File: src/rtl/lir_pkg.sv
`timescale 1ns / 1ps

package lir_pkg;

  localparam int FRAC_BITS_DEF   = 14;
  localparam int SAMPLE_BITS_DEF = 24;

  localparam int STEP_W  = 18;
  localparam int START_W = 14;
  localparam int SKIP_W  = 4;
  localparam int PRIME_W = 2;

  // results per input word, and the counter that tracks them
  localparam int MAX_OUT = 64;
  localparam int CNT_W   = $clog2(MAX_OUT);

  localparam logic [SKIP_W-1:0]  SKIP_MAX   = 4'd15;
  localparam logic [STEP_W-1:0]  STEP_RESET = 18'd16384;
  localparam logic [START_W-1:0] START_RESET = 14'd0;

  // configuration register indexes
  localparam logic REG_PHASE_STEP  = 1'b0;
  localparam logic REG_START_PHASE = 1'b1;

  typedef enum logic [1:0] {
    ST_IDLE,
    ST_DECIDE,
    ST_MUL,
    ST_ADD
  } lir_state_t;

  typedef struct packed {
    logic load_in;
    logic prime_shift;
    logic skip_shift;
    logic mul;
    logic emit;
    logic last;
  } lir_cmd_t;

  typedef struct packed {
    logic prime_done;
    logic skip_zero;
    logic carry_nz;
    logic out_free;
  } lir_stat_t;

endpackage

File: src/rtl/lir_dp.sv
`timescale 1ns / 1ps

module lir_dp #(
  parameter int FRAC_BITS   = lir_pkg::FRAC_BITS_DEF,
  parameter int SAMPLE_BITS = lir_pkg::SAMPLE_BITS_DEF
) (
  input  logic                              clk,
  input  logic                              rst,
  input  lir_pkg::lir_cmd_t                 cmd,
  output lir_pkg::lir_stat_t                stat,
  input  logic signed [SAMPLE_BITS-1:0]     sample,
  input  logic                              stream_start,
  input  logic [lir_pkg::STEP_W-1:0]        phase_step,
  input  logic [lir_pkg::START_W-1:0]       start_phase,
  input  logic                              out_stall,
  output logic                              out_valid,
  output logic signed [SAMPLE_BITS-1:0]     out_sample,
  output logic                              last
);

  localparam int DIFF_W  = SAMPLE_BITS + 1;
  localparam int PROD_W  = DIFF_W + FRAC_BITS + 1;
  localparam int SUM_W   = ((FRAC_BITS > lir_pkg::STEP_W) ? FRAC_BITS : lir_pkg::STEP_W) + 1;
  localparam int CARRY_W = SUM_W - FRAC_BITS;
  localparam int SAT_W   = CARRY_W + lir_pkg::SKIP_W;

  logic signed [SAMPLE_BITS-1:0]   older_sample;
  logic signed [SAMPLE_BITS-1:0]   newer_sample;
  logic signed [SAMPLE_BITS-1:0]   held_sample;
  logic [FRAC_BITS-1:0]            phase;
  logic [lir_pkg::SKIP_W-1:0]      skip_count;
  logic [lir_pkg::PRIME_W-1:0]     prime_count;
  logic signed [PROD_W-1:0]        prod;

  logic [FRAC_BITS-1:0]            start_ext;
  logic signed [DIFF_W-1:0]        diff;
  logic signed [PROD_W-1:0]        quot;
  logic signed [SAMPLE_BITS-1:0]   interp;
  logic [SUM_W-1:0]                sum;
  logic [CARRY_W-1:0]              carry;
  logic [CARRY_W-1:0]              carry_m1;
  logic [lir_pkg::SKIP_W-1:0]      skip_sat;
  logic                            shift_pair;

  // start phase fitted to the fraction width
  always_comb begin
    start_ext = '0;
    for (int i = 0; i < FRAC_BITS; i++) begin
      if (i < lir_pkg::START_W) begin
        start_ext[i] = start_phase[i];
      end
    end
  end

  assign diff   = DIFF_W'(newer_sample) - DIFF_W'(older_sample);
  assign quot   = prod >>> FRAC_BITS;
  assign interp = older_sample + $signed(quot[SAMPLE_BITS-1:0]);

  assign sum      = SUM_W'(phase) + SUM_W'(phase_step);
  assign carry    = sum[SUM_W-1:FRAC_BITS];
  assign carry_m1 = carry - CARRY_W'(1);
  assign skip_sat = (SAT_W'(carry_m1) > SAT_W'(lir_pkg::SKIP_MAX)) ?
                    lir_pkg::SKIP_MAX : lir_pkg::SKIP_W'(SAT_W'(carry_m1));

  assign shift_pair = cmd.prime_shift || cmd.skip_shift || (cmd.emit && cmd.last);

  assign stat.prime_done = prime_count[1];
  assign stat.skip_zero  = (skip_count == '0);
  assign stat.carry_nz   = (carry != '0);
  assign stat.out_free   = !out_valid || !out_stall;

  always_ff @(posedge clk) begin
    if (rst) begin
      prime_count <= '0;
      skip_count  <= '0;
      phase       <= '0;
      out_valid   <= 1'b0;
    end else begin
      if (cmd.load_in && stream_start) begin
        prime_count <= '0;
        skip_count  <= '0;
        phase       <= start_ext;
      end
      if (cmd.prime_shift) begin
        prime_count <= prime_count + lir_pkg::PRIME_W'(1);
      end
      if (cmd.skip_shift) begin
        skip_count <= skip_count - lir_pkg::SKIP_W'(1);
      end
      if (cmd.emit) begin
        phase <= sum[FRAC_BITS-1:0];
        if (stat.carry_nz) begin
          skip_count <= skip_sat;
        end
      end
      if (cmd.emit) begin
        out_valid <= 1'b1;
      end else if (out_valid && !out_stall) begin
        out_valid <= 1'b0;
      end
    end
  end

  always_ff @(posedge clk) begin
    if (cmd.load_in) begin
      held_sample <= sample;
    end
    if (shift_pair) begin
      older_sample <= newer_sample;
      newer_sample <= held_sample;
    end
    if (cmd.mul) begin
      prod <= PROD_W'(diff) * PROD_W'($signed({1'b0, phase}));
    end
    if (cmd.emit) begin
      out_sample <= interp;
      last       <= cmd.last;
    end
  end

  a_prime_bound: assert property (@(posedge clk) disable iff (rst)
    prime_count != 2'd3)
    else $error("prime count ran past two");

  a_skip_primed: assert property (@(posedge clk) disable iff (rst)
    (skip_count != '0) |-> prime_count[1])
    else $error("skip pending while still priming");

  a_last_on_carry: assert property (@(posedge clk) disable iff (rst)
    (cmd.emit && !cmd.last) |-> !stat.carry_nz)
    else $error("result emitted without last although phase carried");

endmodule

File: src/rtl/lir_ctrl.sv
`timescale 1ns / 1ps

module lir_ctrl (
  input  logic               clk,
  input  logic               rst,
  input  logic               in_valid,
  output logic               in_stall,
  input  lir_pkg::lir_stat_t stat,
  output lir_pkg::lir_cmd_t  cmd
);

  lir_pkg::lir_state_t        state;
  lir_pkg::lir_state_t        state_next;
  logic [lir_pkg::CNT_W-1:0]  out_count;
  logic [lir_pkg::CNT_W-1:0]  out_count_next;
  logic                       final_out;

  assign final_out = stat.carry_nz ||
                     (out_count == lir_pkg::CNT_W'(lir_pkg::MAX_OUT - 1));

  always_comb begin
    state_next = state;
    case (state)
      lir_pkg::ST_IDLE: begin
        if (in_valid) state_next = lir_pkg::ST_DECIDE;
      end
      lir_pkg::ST_DECIDE: begin
        if (!stat.prime_done || !stat.skip_zero) state_next = lir_pkg::ST_IDLE;
        else state_next = lir_pkg::ST_MUL;
      end
      lir_pkg::ST_MUL: begin
        state_next = lir_pkg::ST_ADD;
      end
      lir_pkg::ST_ADD: begin
        if (stat.out_free) begin
          state_next = final_out ? lir_pkg::ST_IDLE : lir_pkg::ST_MUL;
        end
      end
      default: state_next = lir_pkg::ST_IDLE;
    endcase
  end

  always_comb begin
    cmd            = '0;
    in_stall       = 1'b1;
    out_count_next = out_count;
    case (state)
      lir_pkg::ST_IDLE: begin
        in_stall       = 1'b0;
        cmd.load_in    = in_valid;
        out_count_next = '0;
      end
      lir_pkg::ST_DECIDE: begin
        cmd.prime_shift = !stat.prime_done;
        cmd.skip_shift  = stat.prime_done && !stat.skip_zero;
      end
      lir_pkg::ST_MUL: begin
        cmd.mul = 1'b1;
      end
      lir_pkg::ST_ADD: begin
        cmd.emit = stat.out_free;
        cmd.last = final_out;
        if (stat.out_free) begin
          out_count_next = final_out ? '0 : out_count + lir_pkg::CNT_W'(1);
        end
      end
      default: begin
        out_count_next = '0;
      end
    endcase
  end

  always_ff @(posedge clk) begin
    if (rst) begin
      state     <= lir_pkg::ST_IDLE;
      out_count <= '0;
    end else begin
      state     <= state_next;
      out_count <= out_count_next;
    end
  end

  a_count_idle: assert property (@(posedge clk) disable iff (rst)
    (state == lir_pkg::ST_IDLE) |-> (out_count == '0))
    else $error("result count not cleared between words");

  a_add_after_mul: assert property (@(posedge clk) disable iff (rst)
    (state == lir_pkg::ST_ADD) |->
      ($past(state) == lir_pkg::ST_MUL || $past(state) == lir_pkg::ST_ADD))
    else $error("add step entered without a fresh product");

  a_emit_only_free: assert property (@(posedge clk) disable iff (rst)
    (cmd.emit && !cmd.last) |=> (state == lir_pkg::ST_MUL))
    else $error("loop did not return to multiply after a non-final result");

endmodule

File: src/rtl/linear_interp_resampler.sv
`timescale 1ns / 1ps

// Linear-interpolation sample-rate converter. Each input word carries one
// signed source sample; the block keeps the two most recent samples and a
// fractional phase between them, and for every output emits
// older + floor((newer - older) * phase / 2^FRAC_BITS), then advances the
// phase by phase_step (one input sample = 2^FRAC_BITS). Outputs between
// samples n and n+1 appear when sample n+2 arrives; the final result caused
// by an input word carries last. The first two words after reset or after a
// word with stream_start set only prime the pair, and stream_start also
// loads start_phase. A large step skips input words (up to 15); a step too
// small to carry within 64 results stops at 64 results for that word.
// Steps: an input word that yields no result is accepted and then decided;
// a word yielding results is also accepted and decided, then each result goes
// through one pass of the shared multiplier followed by the add into the
// output register, which waits while the output side stalls. in_stall is high
// whenever a word is being worked on. The output register lets the next word
// be accepted while the last result still waits. Write phase_step (index 0)
// and start_phase (index 1) only while the block is idle.
module linear_interp_resampler #(
  parameter int FRAC_BITS   = lir_pkg::FRAC_BITS_DEF,
  parameter int SAMPLE_BITS = lir_pkg::SAMPLE_BITS_DEF
) (
  input  logic                           clk,
  input  logic                           rst,
  // input words
  input  logic                           in_valid,
  output logic                           in_stall,
  input  logic signed [SAMPLE_BITS-1:0]  sample,
  input  logic                           stream_start,
  // result words
  output logic                           out_valid,
  input  logic                           out_stall,
  output logic signed [SAMPLE_BITS-1:0]  out_sample,
  output logic                           last,
  // configuration writes
  input  logic                           cfg_valid,
  output logic                           cfg_ready,
  input  logic                           cfg_index,
  input  logic [lir_pkg::STEP_W-1:0]     cfg_data
);

  logic [lir_pkg::STEP_W-1:0]  phase_step;
  logic [lir_pkg::START_W-1:0] start_phase;
  lir_pkg::lir_cmd_t           cmd;
  lir_pkg::lir_stat_t          stat;

  // Registers are always writable; the user keeps writes to idle periods.
  assign cfg_ready = 1'b1;

  always_ff @(posedge clk) begin
    if (rst) begin
      phase_step  <= lir_pkg::STEP_RESET;
      start_phase <= lir_pkg::START_RESET;
    end else if (cfg_valid && cfg_ready) begin
      case (cfg_index)
        lir_pkg::REG_PHASE_STEP:  phase_step  <= cfg_data;
        lir_pkg::REG_START_PHASE: start_phase <= cfg_data[lir_pkg::START_W-1:0];
        default: begin
          // hold both registers
        end
      endcase
    end
  end

  // Sequencer: accept, decide prime/skip/emit, then multiply/add per result.
  lir_ctrl u_ctrl (
    .clk      (clk),
    .rst      (rst),
    .in_valid (in_valid),
    .in_stall (in_stall),
    .stat     (stat),
    .cmd      (cmd)
  );

  // Sample pair, phase, counts, the multiplier and the output register.
  lir_dp #(
    .FRAC_BITS   (FRAC_BITS),
    .SAMPLE_BITS (SAMPLE_BITS)
  ) u_dp (
    .clk          (clk),
    .rst          (rst),
    .cmd          (cmd),
    .stat         (stat),
    .sample       (sample),
    .stream_start (stream_start),
    .phase_step   (phase_step),
    .start_phase  (start_phase),
    .out_stall    (out_stall),
    .out_valid    (out_valid),
    .out_sample   (out_sample),
    .last         (last)
  );

endmodule

File: config.mk
export PLATFORM = sky130hd
export DESIGN_NAME = linear_interp_resampler
export DESIGN_NICKNAME = d
export VERILOG_FILES = /design/src/rtl/lir_pkg.sv /design/src/rtl/lir_dp.sv /design/src/rtl/lir_ctrl.sv /design/src/rtl/linear_interp_resampler.sv
export SDC_FILE = /design/constraint.sdc
export NUM_CORES = 1
export LEC_CHECK = 0
export BUFFER_PORTS_ARGS = -buffer_cell sky130_fd_sc_hd__buf_2
export CAP_MARGIN = 20
export CORE_ASPECT_RATIO = 0.9
export CORE_UTILIZATION = 40
export CTS_CLUSTER_DIAMETER = 100
export DETAILED_ROUTE_END_ITERATION = 10
export GPL_TIMING_DRIVEN = 0
export PLACE_DENSITY_LB_ADDON = 0.12
export SLEW_MARGIN = 20
export SYNTH_ARGS = -nofsm -noshare
export SYNTH_HDL_FRONTEND = slang
export SYNTH_SLANG_ARGS = --single-unit
File: constraint.sdc
create_clock -name clk -period 8.8 [get_ports clk]
set_input_delay 0 -clock clk [delete_from_list [all_inputs] [get_ports clk]]
set_output_delay 0 -clock clk [all_outputs]
set_load 0.1 [all_outputs]
==> impl_summary.md, run 1 <==
Run status
The run finished with clean final reports.

Timing
The relative max-transition margin is 0.422. The setup total negative slack is 0 ns. After layout, the worst setup slack is 0.236 ns. The final-report hold violation count is 0. Timing would allow up to 0.117 GHz. The number of max-slew violations in the final report was 0.

The worst path in the final design needs a cycle of roughly 8.6 ns, including I/O delays and setup. The clock tree skew after final layout is between 0.015 and 0.02 ns. The worst-margin pin slew is 0.860 ns. The final period utilization is 0.973. Setup violations remaining at the end of the flow were counted as 0. The post-route worst hold slack is 0.134 ns.

Final layout
0 antenna diodes ended up in the layout. The share of post-route cells with drive strength above 1 is 0.0901. The core utilization of the finished layout is 0.466. The non-filler instance count after layout is 2,989. The area growth from synthesis to layout is 14.0%. The number of nets in the layout is 2,813.

With fillers left out, the area of the finished cells amounts to ~24,000 sq um.

Pwr
Of the total power, registers draw 0.413. Summing internal, switching and leakage power gives 2.33 mW. The share of total power dissipated in combinational logic is 0.253. The worst-case IR drop observed on VDD is between 0.1 and 0.15 mV.

In this run the power spent charging and discharging nets is 0.775 mW. Power spread over the standard cell area amounts to a little under 100 nW/um^2. The cell-internal power is ~1.6 mW. Of the total power, the share spent switching nets is 0.333. The clock network fraction of design power is 0.334. The leakage power is 11.0 nW.

Critical path
The critical path start-end classification is reg -> reg. The sort of element at the end of the critical path is a flip-flop. The most numerous cell type found on the critical path is fa_1. Data on the critical path arrives at its endpoint at 8.82 ns.

The critical path buffer and inverter count is 5. The slowest cell on the critical path is xnor2_1. The maximum net fanout on the critical path is 10.

Among cell families on the critical path, the largest total delay comes from adder cells. The largest stage delay on the critical path is between 0.6 and 0.7 ns. The startpoint type of the worst setup path is a flip-flop. STA puts the critical path data required time at 9.05 ns.

Routing
The DRC violation count after routing is 0. The routed via count divided by cell count is approximately 5.0. The routed design has roughly 54,000 microns of wire. The detailed router placed 14,900 vias in this run. The average wire length per cell after detail routing is 18.1 microns.

Once detail routing completed, the nets flagged for antenna violations numbered 0. The pre-antenna-repair detailed-routing pass consisted of 5 iterations. For this block, the initial DRC count from the detailed router was 801.

Worst hold path
The type of the worst min-delay path is in -> reg.

Yosys
The biggest area contributor in the post-synthesis netlist is fa_1. The total nets after synthesis is 2,653. The mapped cell area is 20,800 sq um. Of the synthesized area, sequential elements account for 0.234. Counting flops with an async set or reset pin after synthesis yields a share of 0. Yosys printed 0 warnings. The number of library cell types mapped by synthesis is 79. Among all flip-flop cells after synthesis, the most frequent one is edfxtp_1. Synthesis handed over a netlist of about 2,100 instances.

In the post-synthesis netlist, the biggest area contributors are fa_1 30%, edfxtp_1 17%, ha_1 9.3%, inv_1 6.8%, dfxtp_1 5.9%. The count of flip-flops with a built-in enable after synthesis is 121. Ranked by instance count, the synthesized netlist is headed by 375 x inv_1, 314 x fa_1, 263 x nand2_1, 183 x and2_1, 154 x ha_1. The synthesis-stage register bit count is between 150 and 200. The synthesized area per cell is 9.72 sq um. The most frequent cell after synthesis is inv_1. The share of the synthesized area in the top cell type is 0.303.

Place
The count of buffers added on input and output ports is 74. The post-placement cell count is a little under 3,000. The routability congestion estimate is 0.858.

After detailed placement, the total cell area comes to 22,100 sq um. The placed wire-length estimate after detailed placement is approximately 43,000 microns. The setup slack at placement is -1.20 ns.

Die
The starting density of the core is 0.408. The vertical die dimension is 218 microns. The number of placement rows is 78. The core region is about 51,000 sq um. From left edge to right edge, the die measures between 200 and 250 microns.

77 I/O pins were placed. The die covers 52,800 sq um.

Clock network
TritonCTS built the clock tree. The buffer depth of the longest clock path is 2. The root buffer cell is clkbuf_16. The H-tree was split into 4 levels. The clock edge transition at the registers on the reported setup and hold paths is 0.07 ns. The later pin in the worst-skew pair is clocked with a latency of 0.51 ns. The TritonCTS buffer count is 17. The number of clock sinks seen by CTS is 182.

GRT
The number of antenna violations at the first check in global routing was 0. Entering global routing, the biggest net connects 35 pins. The first global-routing pass estimated 86,300 microns of wire. The routing usage on met2 is 0.355. The met1 track demand over resource is 0.294. The met3 usage is 0.0394. The via count of the first global-routing pass is ~16,000. In this run the most used layer during global routing was met2. The global-route congestion overflow total is 0. The total global-route track usage is 0.215.

Job
The number of violations of the max-capacitance limit is 0.
timing repair:
item | 4_1_cts | 5_1_grt
endpoints found under the hold margin | 59 | 0
pin swaps | 7 | 12
gates resized for setup | 38 | 52
setup endpoints to repair | 21 | 15
buffers inserted | 7 | 5
hold buffers | 53 | 0
layout make-up:
cell class,instances,area (sq um)
Multi-Input combinational cell,1497,14500
Sequential cell,182,4850
Timing Repair Buffer,144,1110
Fill cell,4906,27200
Buffer,79,332
Clock inverter,14,125
Inverter,375,1410
Clock buffer,18,450
Tap cell,680,851
kinds of logic after synthesis:
family	count (synthesis)	share of synthesized area
adders and majority gates	468	0.396
muxes	2	0.00102
other	1	0.000181
xor gates and xnor gates	92	0.0392
AOI/OAI and AO/OA	267	0.0878
buffers and inverters	457	0.0829
and+or+nand+nor	667	0.160
DFF	182	0.234
worst paths after layout:
| kind | startpoint | to | slack, ns | cells after the start |
|---|---|---|---|---|
| setup / recovery | u_dp.older_sample[0] | u_dp.prod[28] | 0.24 | 29 |
| hold reg to reg | u_dp.held_sample[5] | u_dp.newer_sample[5] | 0.42 | 0 |
| hold / removal | in_valid | u_dp.held_sample[23] | 0.13 | 3 |
| setup reg to reg | u_dp.older_sample[0] | u_dp.prod[28] | 0.24 | 29 |
placed cells by master (no fill, tap or decap), types with 5 or more instances in the layout:
cell | netlist | routed
clkbuf_1 | 78 | 63
a21o_1 | 23 | 23
ha_1 | 154 | 153
dfxtp_1 | 61 | 61
xor2_1 | 23 | 20
nor2b_1 | 40 | 38
a21boi_1 | 2 | 5
a21oi_1 | 95 | 89
nor3_1 | 14 | 12
dlygate4sd3_1 | 0 | 53
o211ai_1 | 8 | 8
o21ai_1 | 8 | 8
a311oi_1 | 15 | 15
xnor2_1 | 68 | 55
inv_1 | 375 | 375
nor4_1 | 6 | 6
and2_1 | 183 | 181
nand2_1 | 263 | 262
fa_1 | 314 | 310
edfxtp_1 | 121 | 121
a211oi_1 | 9 | 7
and3_1 | 7 | 7
buf_2 | 2 | 76
or3_1 | 8 | 8
clkbuf_2 | 0 | 8
clkbuf_16 | 0 | 18
nor2_1 | 77 | 77
o21a_1 | 16 | 16
a21oi_2 | 3 | 7
a31oi_1 | 5 | 5
nand3_1 | 24 | 24
o21bai_1 | 6 | 6
o21ai_0 | 30 | 28
nand2b_1 | 21 | 21
buf_4 | 1 | 15
xnor2_2 | 1 | 12
power by group through the flow:
stage	Clock, mW	Combinational [mW]	Sequential, mW
6_report	0.777	0.588	0.962
5_1_grt	0.835	0.654	0.965
4_1_cts	0.807	0.575	0.962
3_5_place_dp	0	0.534	0.982
3_3_place_gp	0	0.520	0.983
2_1_floorplan	0	0.349	0.975
flip-flops by register name, summed over array words and instances, names as in the netlist:
register	count
u_dp.held_sample	24
phase_step	18
u_dp.out_sample	24
u_ctrl.out_count	6
u_ctrl.state	2
u_dp.phase	14
u_dp.last	1
u_dp.newer_sample	24
u_dp.skip_count	4
u_dp.prod	24
u_dp.prime_count	2
u_dp.out_valid	1
u_dp.older_sample	24
start_phase	14
worst register-to-register path, delay by kind of cell, from the launching register on:
kind,cells,cell delay [ns]
xor+xnor,1,0.62
buf+inv,5,0.83
flops,1,0.41
compound gates,6,1.21
fa+ha+maj,9,3.93
simple gates,8,1.31
metal layers:
| metal | share of wire | wire [microns] |
|---|---|---|
| met1 | 0.47 | 25100 |
| met2 | 0.47 | 25400 |
| met3 | 0.049 | 2640 |
| met4 | 0.014 | 735 |
| met5 | 0 | 0 |
No activity file was read; power rests on OpenSTA's default activity.
==> run 2, diff against run 1 <==
--- a/config.mk
+++ b/config.mk
@@ -16,4 +16,5 @@
 export SLEW_MARGIN = 20
 export SYNTH_ARGS = -nofsm -noshare
 export SYNTH_HDL_FRONTEND = slang
+export SYNTH_HIERARCHICAL = 1
 export SYNTH_SLANG_ARGS = --single-unit
==> constraint.sdc (replaced) <==
create_clock -name clk -period 8.8 [get_ports clk]
set_input_delay 1.76 -clock clk [delete_from_list [all_inputs] [get_ports clk]]
set_output_delay 1.76 -clock clk [all_outputs]
set_load 0.1 [all_outputs]
==> run 2 against run 1 <==
  * Critical path type unchanged
  * Die area grew 4.8%
  * Final area grew 4.2%
  * Global-route usage grew 1.3 points
  * The run now ends with setup timing left
  * Register-to-register slack lost 0.24 ns
  * Critical path depth shrank 1
==> impl_summary.md, run 2 <==
Run status
The flow ran to the end, but the final reports show violations. The checks that failed: setup timing.

Place
During placement, the flow inserted port buffers numbering 75. At the end of routability-driven placement, the weighted congestion stood at 0.885. The HPWL after detailed placement is 48,500 microns.

Yosys
The mapped cell area is 21,800 sq um. Yosys instantiated no cell more often than inv_1. By count the netlist is led by 369 x inv_1, 318 x fa_1, 203 x nand2_1, 150 x ha_1, 147 x and2_1. fa_1 takes more of the synthesized area than any other cell. Synthesis handed over a netlist of 2,245 instances. Counting flops and latches in the post-synthesis netlist gives 182. Counting flops with an async set or reset pin after synthesis yields a share of 0. Ranked by total cell area, the synthesized netlist is headed by fa_1 29%, edfxtp_1 17%, ha_1 8.6%, inv_1 6.4%, dfxtp_1 5.6%. Synthesis instantiated approximately 80 different standard cells from the library. The portion of the post-synthesis area used by sequential elements is 0.223. Yosys mapped a number of flops with a built-in enable equal to 121. The number of synthesis warnings is 6. The share of synthesized area in the top cell type comes to 0.292. Among all flip-flop cells after synthesis, the most frequent one is edfxtp_1. The total nets after synthesis is 2,762. The synthesized area per cell is about 9.7 sq um.

Final layout
Once layout is complete, the utilization of the core stands at 0.462. In the final layout, the multi-input gates occupy 15,700 sq um. The sequential cells in the finished layout cover a total of roughly 5000 sq um. The number of antenna diodes in the final layout is 0.

The number of filler cells placed in the layout is 5,054. The layout overhead on the synthesized area is 13.3%. The library cells used most frequently in the layout, excluding fill and tap cells, are 359 x inv_1, 313 x fa_1, 203 x nand2_1, 145 x and2_1, 139 x ha_1. For this run, the post-layout net count is 2,897. Of the cells placed in the final design, the portion with a size suffix greater than 1 is 0.117. The commonest non-fill, non-tap cell in the layout is inv_1.

Die
The vertical die dimension is roughly 220 microns. The number of top-level design ports is 77. The starting density of the core is 0.408. The chip width is ~250 microns. The placeable core region is 53,400 sq um.

The number of placement rows is 80. The overall die area is 55,400 sq um.

Pwr
The power per unit of standard cell area is 100 nW/um^2. The worst-case vdd ir drop is 0.127 mV. The total chip power is approximately 2.5 mW. For this design the static power due to leakage is 11.2 nW.

Critical path
Counting stages on the worst path, the most repeated cell is fa_1. The data required time at the worst endpoint is 8.97 ns. The worst register-to-register path begins at u_dp/newer_sample[5].

The maximum net fanout on the critical path is 5. The worst setup path startpoint is u_dp/newer_sample[5]. The arrival time at the worst endpoint is 8.98 ns. The critical path start-end classification is reg -> reg. The largest single stage delay on the critical path is ~0.57 ns.

STA classifies the critical path endpoint as a flip-flop. The slowest cell on the critical path is fa_1. For the worst flop-to-flop path, the logic depth is 28. STA classifies the critical path startpoint as a flip-flop.

Routing
The count of nets left with antenna violations after detail routing is 0. After detailed routing, the number of remaining DRC violations is 0. The routed wire length is roughly 60,000 microns. In this run, the number of DRC markers left after iteration 0 of detailed routing was 787. The routed via count divided by cell count is 5.25. Before antenna repair, the detailed router went through 5 iterations. The number of vias after detailed routing is 16,200. The average wire length per cell after detail routing is 19.5 microns.

Timing
The maximum clock rate is 0.114 GHz. Setup repair after global routing could not meet its margin everywhere. Measured against its own limit, the worst slew margin works out to 0.344. The final critical delay including setup and external delays is 8.81 ns. The final-report hold violation count is 0. The clock tree skew after final layout is 0.0240 ns.

The final period utilization is 1.00. The worst-margin pin slew is 0.984 ns. Setup violations remaining at the end of the flow were counted as 1.

The worst path setup slack after routing is -0.00885 ns. The number of max-slew violations in the final report is 0.

Clock network
The number of buffers inserted by hold repair at cts is 0. TritonCTS built the clock tree. The buffer depth of the longest clock path is 2. The H-tree generated during clock tree synthesis spans 4 levels. The clock edge transition at the registers on the reported setup and hold paths is 0.08 ns.

The TritonCTS buffer count is 17. Clock latency on the worst-skew pair, taken at its later pin, is 0.45 ns. The clock drives about 180 sinks. The root buffer cell chosen for the clock tree is clkbuf_16.

Worst hold path
Along the worst hold path, the cell count comes to 0. The path class of the tightest hold or removal check is reg -> reg. The source of the worst hold timing path is u_dp/held_sample[5].

GRT
The first global-routing pass estimated about 96,000 microns of wire. The global-route congestion overflow total is 0. The via count of the first global-routing pass is between 15,000 and 20,000. The number of antenna violations at the first check in global routing is 3. Entering global routing, the biggest net connects 49 pins. Across every metal layer, demand over resource in global routing totals 0.228.

Job
The number of violations of the max-capacitance limit is 0.
## run 2: cell count changes in the layout (fill, tap and decap cells not counted), moves of 26 or more
cell,change
a21oi_1,-30
and2_1,-36
buf_4,+27
dlygate4sd3_1,-53
mux2i_1,+37
nand2_1,-59
nand2b_1,+39
o21ai_0,+26
## run 2: cell families after synthesis
kind of cell | Yosys count | share of synthesized area
simple gates | 671 | 0.162
buf+inv | 482 | 0.0858
fa+ha+maj | 468 | 0.379
compound gates | 317 | 0.0971
flops | 182 | 0.223
xor+xnor | 79 | 0.0324
mux | 45 | 0.0211
other cells | 1 | 0.000172
## run 2: cell type report
| class | count | area share |
|---|---|---|
| Buffer | 110 | 0.0224 |
| Clock buffer | 17 | 0.0172 |
| Clock inverter | 15 | 0.00761 |
| Inverter | 371 | 0.0564 |
| Multi-Input combinational cell | 1581 | 0.635 |
| Sequential cell | 182 | 0.197 |
| Tap cell | 697 | 0.0353 |
| Timing Repair Buffer | 117 | 0.0295 |
## run 2: path summary, 6_finish.rpt
check	to	slack (ns)
max	u_dp/prod[37]	-0.009
min	u_dp/newer_sample[5]	0.42
max reg2reg	u_dp/prod[37]	-0.009
min reg2reg	u_dp/newer_sample[5]	0.42
## run 2: per-stage QoR
| step | setup TNS (ns) | hold WS, ns | instance area [sq um] | std cells | setup slack, ns |
|---|---|---|---|---|---|
| floorplan | 0 | 0.400 | 21800 | 2245 | 0.248 |
| global placement | -10.69 | 0.404 | 23000 | 3017 | -1.50 |
| detailed placement | -11.17 | 0.405 | 23100 | 3019 | -1.50 |
| CTS | 0 | 0.417 | 24400 | 3077 | 0.00451 |
| global route | -0.497 | 0.423 | 24700 | 3090 | -0.196 |
| finish | -0.00885 | 0.418 | 24700 | 3090 | -0.00885 |
## run 2: repair_timing
item / in CTS / in global routing
endpoints found under the setup margin: 18 / 8
setup buffers: 27 / 13
resized for setup: 100 / 55
pin swaps: 49 / 34
## run 2: worst max-delay path: cells and delay by family (launching register included)
kind            cells  cell delay (ns)
flops               1             0.45
xor+xnor            2             0.42
compound gates     10             1.99
simple gates        4             1.60
fa+ha+maj           8             3.47
buf+inv             4             0.56
## run 2: where the power goes
group          internal (mW)  total (mW)  leakage [nW]  switching, mW
clock network          0.432       0.805         0.298          0.373
registers              0.948       0.965          1.62         0.0168
logic                  0.265       0.706          9.29          0.441
total                   1.65        2.48          11.2          0.831
## run 2: routing by layer
layer	part of all wire	wire (microns)	up-vias	GRT usage
li1	-	-	7582	-
met5	0	0	-	0
met3	0.037	2220	74	0.0239
met2	0.49	29300	374	0.386
met4	0.027	1610	0	0.0578
met1	0.45	27100	8185	0.309
